[config.mk]
export PLATFORM = sky130hd
export DESIGN_NAME = memory_bank_conflict_arbiter_top
export DESIGN_NICKNAME = d
export VERILOG_FILES = /design/src/design/mbca_pkg.sv /design/src/design/memory_bank_conflict_arbiter_top.sv
export SDC_FILE = /design/constraint.sdc
export NUM_CORES = 1
export LEC_CHECK = 0
export BUFFER_PORTS_ARGS = -buffer_cell sky130_fd_sc_hd__buf_4
export CORE_ASPECT_RATIO = 1.4
export CORE_MARGIN = 1.5
export CORE_UTILIZATION = 40
export DETAILED_ROUTE_END_ITERATION = 8
export HOLD_SLACK_MARGIN = 0.08
export MAX_ROUTING_LAYER = met4
export PLACE_DENSITY = 0.53
export SKIP_LAST_GASP = 1
export SLEW_MARGIN = 20
export SYNTH_ARGS = -nofsm -noshare
export SYNTH_HDL_FRONTEND = slang
export SYNTH_SLANG_ARGS = --single-unit
[constraint.sdc]
create_clock -name clk -period 25.9 [get_ports clk]
set_input_delay 3.885 -clock clk [delete_from_list [all_inputs] [get_ports clk]]
set_output_delay 3.885 -clock clk [all_outputs]
set_load 0.01 [all_outputs]
[src/design/mbca_pkg.sv]
// package for the memory bank conflict arbiter: microcode word, jump conditions,
// the control program and the fixed constants of the request format
// no dependencies
`timescale 1ns / 1ps

package mbca_pkg;

	localparam int REQ_BITS     = 6;
	localparam int REQ_FIELDS   = 8;
	localparam int MASK_BITS    = 8;
	localparam int CYCLE_BITS   = 20;
	localparam int SUM_BITS     = 23;
	localparam int SERVED_BITS  = 4;
	localparam int PROCS_BITS   = 4;
	localparam int MODS_BITS    = 7;
	localparam int DIV_STEPS    = CYCLE_BITS / 2;
	localparam int DIV_CNT_BITS = 4;
	localparam int PC_BITS      = 3;

	localparam logic [CYCLE_BITS-1:0] CYCLE_LIMIT = CYCLE_BITS'(1000000);

	localparam int DEF_PROCS       = 8;
	localparam int DEF_MODULES     = 64;
	localparam int DEF_COUNT_WIDTH = 20;

	localparam logic [PROCS_BITS-1:0] RESET_PROCS = 4'd8;
	localparam logic [MODS_BITS-1:0]  RESET_MODS  = 7'd64;

	typedef enum logic {
		REG_ACTIVE_PROCS = 1'b0,
		REG_MODULE_COUNT = 1'b1
	} mbca_reg_t;

	typedef enum logic [2:0] {
		COND_NEVER,
		COND_NO_REQ,
		COND_MORE_ARB,
		COND_SUM_DONE,
		COND_ZERO_COUNT,
		COND_DIV_BUSY,
		COND_OUT_BUSY,
		COND_ALWAYS
	} mbca_cond_t;

	typedef logic [PC_BITS-1:0] mbca_pc_t;

	typedef struct packed {
		mbca_cond_t cond;
		mbca_pc_t   target;
		logic       take_req;
		logic       arb;
		logic       sum_init;
		logic       div_load;
		logic       div_step;
		logic       div_acc;
		logic       finish;
	} mbca_uword_t;

	localparam mbca_pc_t PC_WAIT   = 3'd0;
	localparam mbca_pc_t PC_ARB    = 3'd1;
	localparam mbca_pc_t PC_INIT   = 3'd2;
	localparam mbca_pc_t PC_CHECK  = 3'd3;
	localparam mbca_pc_t PC_LOAD   = 3'd4;
	localparam mbca_pc_t PC_DIV    = 3'd5;
	localparam mbca_pc_t PC_ACC    = 3'd6;
	localparam mbca_pc_t PC_FINISH = 3'd7;

	// control store: a false condition falls through to the next step,
	// the last step wraps back to the wait step
	function automatic mbca_uword_t ucode(input mbca_pc_t pc);
		mbca_uword_t w;
		w = '0;
		w.cond = COND_NEVER;
		case (pc)
			PC_WAIT: begin
				w.cond = COND_NO_REQ; w.target = PC_WAIT; w.take_req = 1'b1;
			end
			PC_ARB: begin
				w.cond = COND_MORE_ARB; w.target = PC_ARB; w.arb = 1'b1;
			end
			PC_INIT: begin
				w.cond = COND_NEVER; w.sum_init = 1'b1;
			end
			PC_CHECK: begin
				w.cond = COND_SUM_DONE; w.target = PC_FINISH;
			end
			PC_LOAD: begin
				w.cond = COND_ZERO_COUNT; w.target = PC_CHECK; w.div_load = 1'b1;
			end
			PC_DIV: begin
				w.cond = COND_DIV_BUSY; w.target = PC_DIV; w.div_step = 1'b1;
			end
			PC_ACC: begin
				w.cond = COND_ALWAYS; w.target = PC_CHECK; w.div_acc = 1'b1;
			end
			PC_FINISH: begin
				w.cond = COND_OUT_BUSY; w.target = PC_FINISH; w.finish = 1'b1;
			end
			default: begin
				w.cond = COND_NEVER;
			end
		endcase
		return w;
	endfunction

endpackage

[src/design/memory_bank_conflict_arbiter_top.sv]
// memory bank conflict arbiter, top level: microcoded sequencer, arbitration
// datapath and a shared two-bits-per-cycle divider for the access time sum
// depends on mbca_pkg
`timescale 1ns / 1ps

// One request is one bus cycle of up to eight processors asking for memory
// modules. It is taken only while the sequencer waits at its first step; the
// result sits in an output register, so the next request is taken while a
// result still waits. A request runs arbitration over the active processors
// in turn, then a pass over the processors in which each one with at least
// one access so far goes through the single shared divider at two quotient
// bits per cycle.
module memory_bank_conflict_arbiter_top #(
	parameter int PROCS       = mbca_pkg::DEF_PROCS,
	parameter int MODULES     = mbca_pkg::DEF_MODULES,
	parameter int COUNT_WIDTH = mbca_pkg::DEF_COUNT_WIDTH
) (
	input  logic                                              clk,
	input  logic                                              arst_n,
	input  logic                                              cfg_we,
	input  logic                                              cfg_index,
	input  logic [mbca_pkg::MODS_BITS-1:0]                    cfg_data,
	input  logic                                              in_valid,
	output logic                                              in_ready,
	input  logic [mbca_pkg::REQ_BITS*mbca_pkg::REQ_FIELDS-1:0] requests,
	output logic                                              out_valid,
	input  logic                                              out_ready,
	output logic [mbca_pkg::MASK_BITS-1:0]                    grant_mask,
	output logic [mbca_pkg::MASK_BITS-1:0]                    denied_mask,
	output logic [mbca_pkg::MASK_BITS-1:0]                    invalid_mask,
	output logic [mbca_pkg::SUM_BITS-1:0]                     access_time_sum,
	output logic [mbca_pkg::SERVED_BITS-1:0]                  served_count
);

	localparam int PW = $clog2(PROCS);
	localparam int MW = $clog2(MODULES);
	localparam int CW = COUNT_WIDTH;
	localparam int RB = mbca_pkg::REQ_BITS;
	localparam int NB = mbca_pkg::CYCLE_BITS;

	// configuration
	logic [mbca_pkg::PROCS_BITS-1:0] active_procs_q;
	logic [mbca_pkg::MODS_BITS-1:0]  module_count_q;
	logic [mbca_pkg::PROCS_BITS-1:0] procs;
	logic [mbca_pkg::MODS_BITS-1:0]  mods;

	// sequencer
	mbca_pkg::mbca_pc_t    pc_q;
	mbca_pkg::mbca_uword_t uw;
	logic                  cond_true;
	logic                  out_free;

	// arbiter state
	logic [RB-1:0]   held_q [PROCS];
	logic [PROCS-1:0] was_denied_q;
	logic [CW-1:0]   count_q [PROCS];
	logic [NB-1:0]   cycle_q;
	logic            first_valid_q;
	logic [2:0]      first_index_q;

	// per request working registers
	logic [RB*mbca_pkg::REQ_FIELDS-1:0]  requests_q;
	logic [mbca_pkg::PROCS_BITS-1:0]     start_q;
	logic [mbca_pkg::PROCS_BITS-1:0]     i_q;
	logic [mbca_pkg::PROCS_BITS-1:0]     k_q;
	logic [MODULES-1:0]                  busy_q;
	logic [mbca_pkg::MASK_BITS-1:0]      grant_q, denied_q, invalid_q;
	logic                                any_denied_q;
	logic [2:0]                          new_first_q;
	logic [mbca_pkg::SUM_BITS-1:0]       sum_q;
	logic [mbca_pkg::SERVED_BITS-1:0]    served_q;

	// divider
	logic [NB-1:0]                     dvd_q;
	logic [CW-1:0]                     rem_q;
	logic [CW-1:0]                     dsr_q;
	logic [mbca_pkg::DIV_CNT_BITS-1:0] div_cnt_q;
	logic [CW:0]                       r1, r1s, r2, r2s;
	logic                              ge1, ge2;
	logic [CW-1:0]                     rem1;

	// arbitration combinational
	logic [mbca_pkg::PROCS_BITS-1:0] s_sum, p;
	logic [PW-1:0]                   cnt_idx;
	logic [CW-1:0]                   cnt_rd;
	logic [RB-1:0]                   req;
	logic                            req_invalid, req_busy;
	logic [mbca_pkg::PROCS_BITS-1:0] i_next;
	logic [2:0]                      start_calc;

	function automatic logic [2:0] start_mod(input logic [2:0] idx,
			input logic [mbca_pkg::PROCS_BITS-1:0] n);
		logic [mbca_pkg::PROCS_BITS-1:0] r;
		r = {1'b0, idx};
		for (int j = 0; j < 8; j++) begin
			if (r >= n)
				r = r - n;
		end
		return r[2:0];
	endfunction

	always_comb begin
		if (active_procs_q == '0)
			procs = mbca_pkg::PROCS_BITS'(1);
		else if (active_procs_q > mbca_pkg::PROCS_BITS'(PROCS))
			procs = mbca_pkg::PROCS_BITS'(PROCS);
		else
			procs = active_procs_q;
		if (module_count_q == '0)
			mods = mbca_pkg::MODS_BITS'(1);
		else if (module_count_q > mbca_pkg::MODS_BITS'(MODULES))
			mods = mbca_pkg::MODS_BITS'(MODULES);
		else
			mods = module_count_q;
	end

	always_ff @(posedge clk or negedge arst_n) begin
		if (!arst_n) begin
			active_procs_q <= mbca_pkg::RESET_PROCS;
			module_count_q <= mbca_pkg::RESET_MODS;
		end else if (cfg_we) begin
			case (mbca_pkg::mbca_reg_t'(cfg_index))
				mbca_pkg::REG_ACTIVE_PROCS: active_procs_q <= cfg_data[mbca_pkg::PROCS_BITS-1:0];
				mbca_pkg::REG_MODULE_COUNT: module_count_q <= cfg_data;
				default: ;
			endcase
		end
	end

	// ---------------- sequencer
	assign uw       = mbca_pkg::ucode(pc_q);
	assign out_free = !out_valid || out_ready;
	assign in_ready = uw.take_req;

	assign s_sum   = start_q + i_q;
	assign p       = (s_sum >= procs) ? s_sum - procs : s_sum;
	assign i_next  = i_q + mbca_pkg::PROCS_BITS'(1);
	assign cnt_idx = uw.arb ? p[PW-1:0] : k_q[PW-1:0];
	assign cnt_rd  = count_q[cnt_idx];

	always_comb begin
		case (uw.cond)
			mbca_pkg::COND_NEVER:      cond_true = 1'b0;
			mbca_pkg::COND_NO_REQ:     cond_true = !in_valid;
			mbca_pkg::COND_MORE_ARB:   cond_true = i_next < procs;
			mbca_pkg::COND_SUM_DONE:   cond_true = k_q >= procs;
			mbca_pkg::COND_ZERO_COUNT: cond_true = cnt_rd == '0;
			mbca_pkg::COND_DIV_BUSY:   cond_true = div_cnt_q > mbca_pkg::DIV_CNT_BITS'(1);
			mbca_pkg::COND_OUT_BUSY:   cond_true = !out_free;
			mbca_pkg::COND_ALWAYS:     cond_true = 1'b1;
			default:                   cond_true = 1'b0;
		endcase
	end

	always_ff @(posedge clk or negedge arst_n) begin
		if (!arst_n)
			pc_q <= mbca_pkg::PC_WAIT;
		else if (cond_true)
			pc_q <= uw.target;
		else
			pc_q <= pc_q + mbca_pkg::PC_BITS'(1);
	end

	// ---------------- arbitration
	assign req         = was_denied_q[p[PW-1:0]] ? held_q[p[PW-1:0]] : requests_q[RB*p +: RB];
	assign req_invalid = {1'b0, req} >= mods;
	assign req_busy    = busy_q[req[MW-1:0]];
	assign start_calc  = first_valid_q ? start_mod(first_index_q, procs) : 3'd0;

	always_ff @(posedge clk) begin
		if (uw.take_req && in_valid)
			requests_q <= requests;
	end

	always_ff @(posedge clk or negedge arst_n) begin
		if (!arst_n) begin
			for (int j = 0; j < PROCS; j++) begin
				held_q[j]  <= '0;
				count_q[j] <= '0;
			end
			was_denied_q  <= '0;
			cycle_q       <= '0;
			first_valid_q <= 1'b0;
			first_index_q <= '0;
			start_q       <= '0;
			i_q           <= '0;
			busy_q        <= '0;
			grant_q       <= '0;
			denied_q      <= '0;
			invalid_q     <= '0;
			any_denied_q  <= 1'b0;
			new_first_q   <= '0;
		end else begin
			if (uw.take_req && in_valid) begin
				start_q      <= {1'b0, start_calc};
				i_q          <= '0;
				busy_q       <= '0;
				grant_q      <= '0;
				denied_q     <= '0;
				invalid_q    <= '0;
				any_denied_q <= 1'b0;
			end
			if (uw.arb) begin
				i_q                  <= i_next;
				held_q[p[PW-1:0]]    <= req;
				if (req_invalid || req_busy) begin
					was_denied_q[p[PW-1:0]] <= 1'b1;
					denied_q[p[2:0]]        <= 1'b1;
					invalid_q[p[2:0]]       <= req_invalid;
					if (!any_denied_q) begin
						any_denied_q <= 1'b1;
						new_first_q  <= p[2:0];
					end
				end else begin
					was_denied_q[p[PW-1:0]] <= 1'b0;
					grant_q[p[2:0]]         <= 1'b1;
					busy_q[req[MW-1:0]]     <= 1'b1;
					if (cnt_rd != '1)
						count_q[p[PW-1:0]] <= cnt_rd + CW'(1);
				end
			end
			if (uw.finish && out_free) begin
				first_valid_q <= any_denied_q;
				first_index_q <= any_denied_q ? new_first_q : 3'd0;
				if (cycle_q < mbca_pkg::CYCLE_LIMIT - NB'(1))
					cycle_q <= cycle_q + NB'(1);
			end
		end
	end

	// ---------------- access time sum with shared divider
	always_comb begin
		r1   = {rem_q, dvd_q[NB-1]};
		ge1  = r1 >= {1'b0, dsr_q};
		r1s  = ge1 ? r1 - {1'b0, dsr_q} : r1;
		rem1 = r1s[CW-1:0];
		r2   = {rem1, dvd_q[NB-2]};
		ge2  = r2 >= {1'b0, dsr_q};
		r2s  = ge2 ? r2 - {1'b0, dsr_q} : r2;
	end

	always_ff @(posedge clk) begin
		if (uw.div_load) begin
			dvd_q <= cycle_q + NB'(1);
			rem_q <= '0;
			dsr_q <= cnt_rd;
		end else if (uw.div_step) begin
			dvd_q <= {dvd_q[NB-3:0], ge1, ge2};
			rem_q <= r2s[CW-1:0];
		end
	end

	always_ff @(posedge clk or negedge arst_n) begin
		if (!arst_n) begin
			k_q       <= '0;
			sum_q     <= '0;
			served_q  <= '0;
			div_cnt_q <= '0;
		end else begin
			if (uw.sum_init) begin
				k_q      <= '0;
				sum_q    <= '0;
				served_q <= '0;
			end
			if (uw.div_load) begin
				div_cnt_q <= mbca_pkg::DIV_CNT_BITS'(mbca_pkg::DIV_STEPS);
				// a processor without accesses is skipped
				if (cnt_rd == '0)
					k_q <= k_q + mbca_pkg::PROCS_BITS'(1);
			end
			if (uw.div_step)
				div_cnt_q <= div_cnt_q - mbca_pkg::DIV_CNT_BITS'(1);
			if (uw.div_acc) begin
				sum_q    <= sum_q + mbca_pkg::SUM_BITS'(dvd_q);
				served_q <= served_q + mbca_pkg::SERVED_BITS'(1);
				k_q      <= k_q + mbca_pkg::PROCS_BITS'(1);
			end
		end
	end

	// ---------------- output register
	always_ff @(posedge clk or negedge arst_n) begin
		if (!arst_n)
			out_valid <= 1'b0;
		else if (uw.finish && out_free)
			out_valid <= 1'b1;
		else if (out_ready)
			out_valid <= 1'b0;
	end

	always_ff @(posedge clk) begin
		if (uw.finish && out_free) begin
			grant_mask      <= grant_q;
			denied_mask     <= denied_q;
			invalid_mask    <= invalid_q;
			access_time_sum <= sum_q;
			served_count    <= served_q;
		end
	end

endmodule
---- Yosys cells after proc, flatten, opt, wreduce, memory -nomap -nowiden ----
Index checks and enable logic that the tools add are counted.
word-level totals
  logic and storage cells ................. 228
  bits of input ports ..................... 61
  flip-flop bits (word level) ............. 548
  output and inout bits ................... 53
operators by class
  muxes and demuxes ....................... 84
  add/sub/neg operators ................... 20
  reduce and logical (&&, ||, !) cells .... 26
  multipliers ............................. 1
  $lt $le $gt $ge ......................... 25
  bitwise operators ....................... 11
  equal/unequal tests ..................... 15
  shifts and indexed selects .............. 1
operators by type and width
  kind                   number
  $mux 64                3
  $bwmux 160             1
  $mux 20                7
  $mux 4                 20
  $mux 8                 10
  $or 64x64->64          1
  $bmux 20 s3            1
  $demux 20 s3           1
  $bwmux 48              1
  $shiftx 48x8->6        1
  $mux 23                2
  $ge 21x20->1           2
  $add 20x1->20 const B  2
  $sub 20x20->20         2
  $ge 4x4->1             9
  $sub 4x4->4            7
  $eq 3x3->1 const B     8
  $mux 6                 4
  $or 8x8->8             3
  $pmux 3 s8             1
  $add 23x20->23         1
  $logic_not 20->1       1
  $lt 20x20->1 const B   1
  $ne 20x20->1 const B   1
  47 further kinds       93

---- Longest topological paths before layout ----
Gate-level depths: netlist (run 1).
  word-level depth ........................ 20
  mapped depth ............................ 61
  mapped depth without buffers ............ 61

---- Worst setup path after synthesis (run 1) ----
No wires, ideal clock.
  path type ............................... flip-flop to flip-flop
  start ................................... reg active_procs_q[1] (netlist name)
  end ..................................... reg start_q[2] (netlist name)
  data required time ...................... 25779 ps
  setup time .............................. 121 ps
  path slack .............................. 14578 ps
  arrival time ............................ 11201 ps
  cell stages (with the launch flop) ...... 56
  cells stage by stage .................... dfrtp_1 nor2_1 nor2_1 nor2_1 ha_1 inv_1 fa_1 a21o_1 a21oi_1 nor2_1 mux2i_1 inv_1 ha_1 nand2_1 nand2_1 a21o_1 a21oi_1 mux2_2 [20 not listed] nand2_1 a21o_1 a21oi_1 mux2_2 inv_1 ha_1 nand2_1 nand2_1 a21o_1 a21oi_1 mux2_2 ha_1 nand2_1 nand2_1 a21o_1 a21oi_1 mux2_2 a22o_1
on the way
  cells in the longest elaborated chain, start to end .. 20
  elaborated cells between the ends (all ways) .. 29
  classes of those cells .................. add/sub: 8; order compare: 9; mux: 11; reduce/logical: 1
ends and longest elaborated chain
  item                                       RTL line                                                                        RTL
  start, declared                            memory_bank_conflict_arbiter_top.sv:42                                          logic [mbca_pkg::PROCS_BITS-1:0] active_procs_q;
  start signal, assigned                     memory_bank_conflict_arbiter_top.sv:119                                         active_procs_q <= mbca_pkg::RESET_PROCS;
  start signal, assigned                     memory_bank_conflict_arbiter_top.sv:123                                         mbca_pkg::REG_ACTIVE_PROCS: active_procs_q <= cfg_data[mbca_pkg::PROCS_BITS-1:0];
  $gt 4x4->1                                 memory_bank_conflict_arbiter_top.sv:105                                         else if (active_procs_q > mbca_pkg::PROCS_BITS'(PROCS))
  $mux 4                                     memory_bank_conflict_arbiter_top.sv:105
  $mux 4 *                                   memory_bank_conflict_arbiter_top.sv:103                                         if (active_procs_q == '0)
  $sub 3x4->4 or $ge 3x4->1 (tied branches)  memory_bank_conflict_arbiter_top.sv:97, memory_bank_conflict_arbiter_top.sv:96
  $mux 4                                     memory_bank_conflict_arbiter_top.sv:96                                          if (r >= n)
  $sub 4x4->4 or $ge 4x4->1 (tied branches)  memory_bank_conflict_arbiter_top.sv:97, memory_bank_conflict_arbiter_top.sv:96
  $mux 4                                     memory_bank_conflict_arbiter_top.sv:96
  $sub 4x4->4 or $ge 4x4->1 (tied branches)  memory_bank_conflict_arbiter_top.sv:97, memory_bank_conflict_arbiter_top.sv:96
  [4 not listed]                             n/a
  $mux 4                                     memory_bank_conflict_arbiter_top.sv:96
  $sub 4x4->4 or $ge 4x4->1 (tied branches)  memory_bank_conflict_arbiter_top.sv:97, memory_bank_conflict_arbiter_top.sv:96
  $mux 4                                     memory_bank_conflict_arbiter_top.sv:96
  $sub 4x4->4 or $ge 4x4->1 (tied branches)  memory_bank_conflict_arbiter_top.sv:97, memory_bank_conflict_arbiter_top.sv:96
  $mux 4                                     memory_bank_conflict_arbiter_top.sv:96
  $ge 4x4->1 or $sub 3x3->3 (tied branches)  memory_bank_conflict_arbiter_top.sv:96, memory_bank_conflict_arbiter_top.sv:97
  $mux 3 *                                   memory_bank_conflict_arbiter_top.sv:96
  $mux 3 *                                   memory_bank_conflict_arbiter_top.sv:168                                         assign start_calc = first_valid_q ? start_mod(first_index_q, procs) : 3'd0;
  end signal, assigned                       memory_bank_conflict_arbiter_top.sv:195                                         start_q <= {1'b0, start_calc};
  end, declared                              memory_bank_conflict_arbiter_top.sv:63                                          logic [mbca_pkg::PROCS_BITS-1:0] start_q;
Mark *: on every way between the ends. The rest lies on a longest branch, timed or not.
A chain may end at the register's enable or synchronous reset.

---- Final worst setup path (run 1) ----
  start ................................... reg active_procs_q[3] (netlist name)
  end ..................................... reg start_q[2] (netlist name)
The elaborated chain is that of the path after synthesis.

==> results.tsv, run 1 <==
metric	value	unit
outcome	complete, no violations	
final-report hold violation count	0	
total cell area at the placement stage	30800	um2
final setup violation count	0	
unrepaired setup endpoints after global routing	no	
cell at the slowest stage of the critical path	fa_1	
proportion of synthesized flip-flops having asynchronous set or reset	71.0	%
maximum buffer depth of the clock tree	3	
detailed-routing iteration count for the pre-antenna-repair pass	5	
peak clock frequency supported by timing	77.3	MHz
hpwl dp	53200	um
I/O pin cnt	114	
classification of the worst-slack hold path	flop to flop	
setup TNS after final layout	0	ps
maximum fanout count along the critical path	13	
effective utilization at floorplan	40.4	%
CTS tree	done	
count of standard-cell rows	116	
CP peak stage delay	610	ps
Final Wtd Congestion	0.865	
wire length of the first global-routing pass	121000	um
slew at the pin closest to its max-slew limit	1180	ps
Data arrival, critical path	13470	ps
routed via count	20731	
total nets after synthesis	2843	
x dimension of the die	230	um
crit path capture type	flop	
post-route cell area	32800	um2
R2R setup slack	12960	ps
final worst clock skew	35.9	ps
P&R area growth vs syn	13.4	%
vias in the first global route	21396	
required time at the endpoint of the critical path	26430	ps
clk root buf	clkbuf_16	
Final Cycle Share	50.0	%
worst setup path category	flop to flop	
Most Crowded Layer GR	met2	
sum of routed wire length over all layers	76800	um
chip height	321	um
CORE AREA	71600	um2
main flop type after synthesis	dfrtp_1	
Max-cap violations	0	
drt initial violations	1068	
sequential-to-total area share from yosys stat	49.5	%
antenna-violating nets left	0	
cell types occupying the most area after synthesis	dfrtp_1 (34%), edfxtp_1 (14%), ha_1 (5.5%)	
number of buffers inserted during clock tree synthesis	58	
total global routing track utilization	21.5	%
number of diodes	0	
count of yosys warnings during synthesis	0	
Synth Register Bits	548	
met2 usage	37.5	%
most area-hungry cell type in the Yosys netlist	dfrtp_1	
area enclosed by the die boundary	73900	um2
clock transition at the registers of the reported paths	60	ps
instance count of the mapped netlist	2641	
wire per inst	20.5	um
hold buffers post-CTS	0	
initial antenna violation count	0	
CTS resizes	0	
Worst-Skew Late Latency	650	ps
count of input and output buffers	113	
normalized max-slew margin	21.3	%
layout net count	2949	
top-area cell type share of the netlist area	33.5	%
Critical Path Start Type	flop	
tightest hold margin	461	ps
number of H-tree branching levels	2	
ratio of cells with drive above 1 in the final layout	14.3	%
global routing usage on met1	25.5	%
EDFF count, synth	139	
count of buffering cells on the critical path with inverters included	6	
number of distinct standard cells referenced by the synthesized netlist	88	
final number of max-transition violations	0	
GR Util met3	2.76	%
DR vias/cell	5.54	
cell repeated most along the worst path	nand2_1	
maximum number of pins on one net before global-route repair	128	
count of unresolved DRC violations after routing	0	
Mean Syn Cell Area	10.9	um2
cell class contributing the biggest share of worst-path delay	compound AO/OA/AOI/OAI gates	
number of buffers added for setup after CTS	0	
global route overflow	0	
netlist area before placement	28900	um2
TritonCTS Sinks	548	
crit path time final	12940	ps
-- area by class of cell --
| type | instances | area [um2] |
|---|---|---|
| repair buffers | 155 | 1170 |
| flip-flops and latches | 548 | 14300 |
| inverters | 121 | 455 |
| fillers | 6608 | 38800 |
| clock inverters | 30 | 324 |
| clock buffers | 80 | 1640 |
| well taps | 944 | 1180 |
| multi-input cells | 1863 | 13700 |
-- per-layer routing --
metal,routed length (um),vias up
met3,2910,156
met5,0,-
met1,31900,10378
met4,2430,0
met2,39600,471
li1,-,9726
-- worst reg2reg max path, delay by kind of cell (launching register included) --
kind / cells / cell delay, ps
flip-flops: 1 / 380
AND/OR/NAND/NOR: 19 / 1790
multiplexers: 5 / 1940
buffers and inverters: 6 / 800
adder cells (fa/ha/maj): 8 / 2640
AO/OA/AOI/OAI: 20 / 5270
-- path summary, 6_finish.rpt --
check                                  start             end  cells after the start
setup / recovery           active_procs_q[3]      start_q[2]                     58
hold / removal                   denied_q[4]  denied_mask[4]                      0
setup reg to reg           active_procs_q[3]      start_q[2]                     58
hold reg to reg                  denied_q[4]  denied_mask[4]                      0
max in group asynchronous             arst_n      held_q[34]                      3
min in group asynchronous             arst_n     count_q[40]                      1
-- cells in the mapped netlist, drive strengths merged (16+ instances only) --
| library cell | count |
|---|---|
| dfrtp | 387 |
| o21ai | 263 |
| nand2 | 353 |
| mux2 | 201 |
| a21oi | 104 |
| mux4 | 28 |
| nand2b | 17 |
| ha | 128 |
| clkbuf | 62 |
| nand4 | 16 |
| xnor2 | 88 |
| edfxtp | 139 |
| nor2b | 18 |
| xor2 | 32 |
| a211oi | 16 |
| dfxtp | 20 |
| nand3 | 93 |
| nor2 | 93 |
| a21o | 52 |
| inv | 120 |
| and3 | 22 |
| and2 | 20 |
| nor3 | 26 |
| buf | 47 |
| mux2i | 61 |
| o22ai | 30 |
-- state kept, by name (all words and copies together), names as in the netlist, 20 cells and up, named ones only --
signal	flops
held_q	48
requests_q	48
access_time_sum	23
rem_q	20
count_q	160
sum_q	23
busy_q	64
cycle_q	20
dsr_q	20
dvd_q	20
-- through the flow --
stage	cells	worst slack [ps]	util (%)
global route	3741	12020	45.8
detailed placement	3630	13160	43.1
global placement	3630	13750	43.1
finish	3741	12960	45.8
CTS	3740	13040	45.8
floorplan	2641	14580	-
-- kinds of logic after synthesis --
family,after synthesis,synth area share [%]
multiplexers,290,12.6
AND/OR/NAND/NOR,695,10.8
buffers and inverters,230,3.33
XOR/XNOR,120,3.64
flip-flops,548,49.5
adder cells (fa/ha/maj),141,6.44
AO/OA/AOI/OAI,617,13.6
-- cell usage in the layout, fill, tap and decap left out, types with 14 or more instances in the layout --
| cell | instances |
|---|---|
| a21oi_1 | 103 |
| clkbuf_1 | 15 |
| nand2_1 | 351 |
| xnor2_1 | 88 |
| nand3_1 | 92 |
| mux2_1 | 116 |
| dfrtp_1 | 387 |
| nand4_1 | 16 |
| mux2i_1 | 61 |
| o22ai_1 | 30 |
| mux4_2 | 28 |
| nand2b_1 | 17 |
| o21ai_0 | 257 |
| nor2b_1 | 18 |
| ha_1 | 128 |
| nor3_1 | 26 |
| and3_1 | 22 |
| clkbuf_16 | 61 |
| nor2_1 | 91 |
| mux2_2 | 47 |
| dfxtp_1 | 20 |
| inv_1 | 119 |
| and2_1 | 20 |
| a211oi_1 | 14 |
| buf_4 | 153 |
| mux2_4 | 38 |
| edfxtp_1 | 139 |
| a21o_1 | 52 |
| xor2_1 | 32 |
Power of run 1 is left out: the tool's default activity adds up to more than one toggle a clock period on the data nets, which glitch-free logic cannot reach.
==> run 2, diff against run 1 <==
--- a/config.mk
+++ b/config.mk
@@ -5,6 +5,7 @@
 export SDC_FILE = /design/constraint.sdc
 export NUM_CORES = 1
 export LEC_CHECK = 0
+export ABC_AREA = 1
 export BUFFER_PORTS_ARGS = -buffer_cell sky130_fd_sc_hd__buf_4
 export CORE_ASPECT_RATIO = 1.4
 export CORE_MARGIN = 1.5
@@ -12,7 +13,7 @@
 export DETAILED_ROUTE_END_ITERATION = 8
 export HOLD_SLACK_MARGIN = 0.08
 export MAX_ROUTING_LAYER = met4
-export PLACE_DENSITY = 0.53
+export PLACE_DENSITY = 0.55
 export SKIP_LAST_GASP = 1
 export SLEW_MARGIN = 20
 export SYNTH_ARGS = -nofsm -noshare
==> constraint.sdc (replaced) <==
create_clock -name clk -period 10.5 [get_ports clk]
set_input_delay 1.575 -clock clk [delete_from_list [all_inputs] [get_ports clk]]
set_output_delay 1.575 -clock clk [all_outputs]
set_load 0.01 [all_outputs]
==> run 2 against run 1 <==
- core utilization increased by 0.47 points
- clock-buffer cell count increased by 14
- sequential share of layout area decreased by 2.4 points
- setup slack got worse by 13000 ps
- clock skew decreased by 3.6 ps
- critical path depth increased by 6
- flip-flop and latch count unchanged
- area after synthesis increased by 4.6%
- via count increased by 23%
- largest cell class unchanged
==> results.tsv, run 2 <==
metric	value	unit	change
initial antenna violation count	1		+1
classification of the worst-slack hold path	flop to flop		
count of standard-cell rows	119		+2.6%
final worst clock skew	32.3	ps	-3.60 ps
peak clock frequency supported by timing	98.3	MHz	+27%
Final Wtd Congestion	0.842		-2.6%
maximum fanout count along the critical path	7		-6
instance count of the mapped netlist	3716		+41%
main flop type after synthesis	dfrtp_1		
TritonCTS Sinks	548		unchanged
CP peak stage delay	380	ps	-230 ps
largest register by flop count	count_q		
number of distinct standard cells referenced by the synthesized netlist	62		-30%
number of buffers inserted during clock tree synthesis	59		+1.7%
Max-cap violations	0		unchanged
max reg flops	160		unchanged
ratio of cells with drive above 1 in the final layout	12.6	%	-1.7 points
crit path time final	10180	ps	-2770 ps
post-route cell area	34700	um2	+5.9%
top-area cell type share of the netlist area	32.0	%	-1.5 points
EDFF count, synth	139		unchanged
P&R area growth vs syn	14.9	%	
proportion of synthesized flip-flops having asynchronous set or reset	71.0	%	unchanged
count of input and output buffers	113		unchanged
normalized max-slew margin	29.1	%	+7.8 points
effective utilization at floorplan	40.3	%	-0.12 points
x dimension of the die	235	um	+2.2%
Worst-Skew Late Latency	660	ps	about the same
Data arrival, critical path	10710	ps	-2760 ps
layout net count	4050		+37%
sum of routed wire length over all layers	85400	um	+11%
dominant cell by count in the synthesized netlist	nand2_1		
total nets after synthesis	3918		+38%
drt initial violations	1586		+49%
vias in the first global route	25537		+19%
most frequent cells after synthesis	nand2_1 (1212), dfrtp_1 (387), inv_1 (327), o21ai_0 (327), nand3_1 (238)		
count of unresolved DRC violations after routing	0		unchanged
total cell area at the placement stage	32300	um2	+4.7%
Mean Syn Cell Area	8.13	um2	-26%
count of buffering cells on the critical path with inverters included	9		+3
hpwl dp	56800	um	+6.7%
cell repeated most along the worst path	fa_2		
final-report hold violation count	0		unchanged
detailed-routing iteration count for the pre-antenna-repair pass	5		unchanged
I/O pin cnt	114		unchanged
DR vias/cell	5.23		-5.6%
most frequent cells in the layout	nand2_1 (1198), dfrtp_1 (387), inv_1 (313), o21ai_0 (312), nand3_1 (236)		
most frequent standard cell in the layout excluding fill and tap cells	nand2_1		
total global routing track utilization	22.9	%	+1.4 points
clk root buf	clkbuf_16		
required time at the endpoint of the critical path	11030	ps	-15400 ps
fill cell instance count of the final layout	7628		+15%
worst slack at placement	-635	ps	-13800 ps
crit path capture type	flop		
wire length of the first global-routing pass	137000	um	+13%
Synth Register Bits	548		unchanged
outcome	complete, no violations		
worst setup path category	flop to flop		
unrepaired setup endpoints after global routing	yes		
global route overflow	0		unchanged
slew at the pin closest to its max-slew limit	1060	ps	-115 ps
sequential-to-total area share from yosys stat	47.4	%	-2.2 points
CTS tree	done		
Critical Path Start Type	flop		
number of diodes	0		unchanged
netlist area before placement	30200	um2	+4.6%
count of yosys warnings during synthesis	0		unchanged
antenna-violating nets left	0		unchanged
maximum number of pins on one net before global-route repair	101		-21%
number of H-tree branching levels	2		unchanged
registers with the most flip-flops	count_q x160, busy_q x64		
CORE AREA	75000	um2	+4.9%
cell class contributing the biggest share of worst-path delay	adder cells		
Final Cycle Share	96.9	%	+47 points
final number of max-transition violations	0		unchanged
clock transition at the registers of the reported paths	60	ps	about the same
final setup violation count	0		unchanged
chip height	328	um	+2.2%
maximum buffer depth of the clock tree	3		unchanged
most area-hungry cell type in the Yosys netlist	dfrtp_1		
cell at the slowest stage of the critical path	dfrtp_1		
worst-case setup margin in the final layout	325	ps	-12630 ps
wire per inst	17.5	um	-15%
area enclosed by the die boundary	77200	um2	+4.5%
routed via count	25442		+23%
cell types occupying the most area after synthesis	dfrtp_1 (32%), nand2_1 (15%), edfxtp_1 (14%)		
run 2: cell types whose count changed after synthesis, sizes merged, moves of 28 or more:
cell | previous run | this run
mux4 | 28 | 0
nand3 | 93 | 245
o21ai | 263 | 402
mux2 | 201 | 2
mux2i | 61 | 0
xor2 | 32 | 61
nor2 | 93 | 206
nand2 | 353 | 1229
inv | 120 | 337
xnor2 | 88 | 18
nand4 | 16 | 90
buf | 47 | 91
a21o | 52 | 6
run 2: path summary, 6_finish.rpt:
path,from,slack [ps],end,cells after the start
min in group asynchronous,arst_n,970,count_q[24],1
hold reg to reg,invalid_q[6],460,invalid_mask[6],0
setup reg to reg,active_procs_q[2],320,start_q[2],64
setup / recovery,active_procs_q[2],320,start_q[2],64
hold / removal,invalid_q[6],460,invalid_mask[6],0
max in group asynchronous,arst_n,7310,held_q[30],3
run 2: cells by family after synthesis:
logic type	synth area share, %
adder cells (fa/ha/maj)	6.16
AND/OR/NAND/NOR	25.7
AO/OA/AOI/OAI	11.5
XOR/XNOR	2.29
flip-flops	47.4
buffers and inverters	6.90
multiplexers	0.0745
run 2: stage by stage:
step	hold slack, ps	setup TNS (ps)	utilization [%]	cells
final	456	0	46.3	4866
after detailed placement	444	-1860	43.0	4743
after global routing	469	-786	46.3	4866
after global placement	433	-1840	43.0	4743
after CTS	458	0	45.8	4857
after floorplan	425	0	-	3716
run 2: worst register-to-register path: cells and delay by family, from the launching register on:
family	cells	cell delay [ps]
AO/OA/AOI/OAI	16	2630
buffers and inverters	9	690
AND/OR/NAND/NOR	25	2950
adder cells (fa/ha/maj)	14	3390
flip-flops	1	380
run 2: repair_timing:
action | 4_1_cts | 5_1_grt
setup endpoints to repair | 3 | 3
buffers inserted | 3 | 9
hold buffers | 0 | 0
pin swaps | 14 | 56
resized for setup | 32 | 74
run 2: final cells by class:
class,instances,area [um2],share of cell area (%)
flip-flops and latches,548,14300,41.2
inverters,340,1280,3.69
well taps,968,1210,3.49
multi-input cells,2679,14200,41.0
repair buffers,220,1680,4.82
clock inverters,17,196,0.566
clock buffers,94,1800,5.19
run 2: routing by layer:
metal / wire length [um] / share of wire [%] / global-route usage (%) / vias up
met2: 44100 / 52 / 41.2 / 562
met5: 0 / 0 / - / -
met4: 2440 / 2.9 / 7.08 / 0
li1: - / - / - / 12570
met3: 3410 / 4.0 / 2.57 / 143
met1: 35500 / 42 / 26.8 / 12167
Power of run 2 is left out for the same reason.
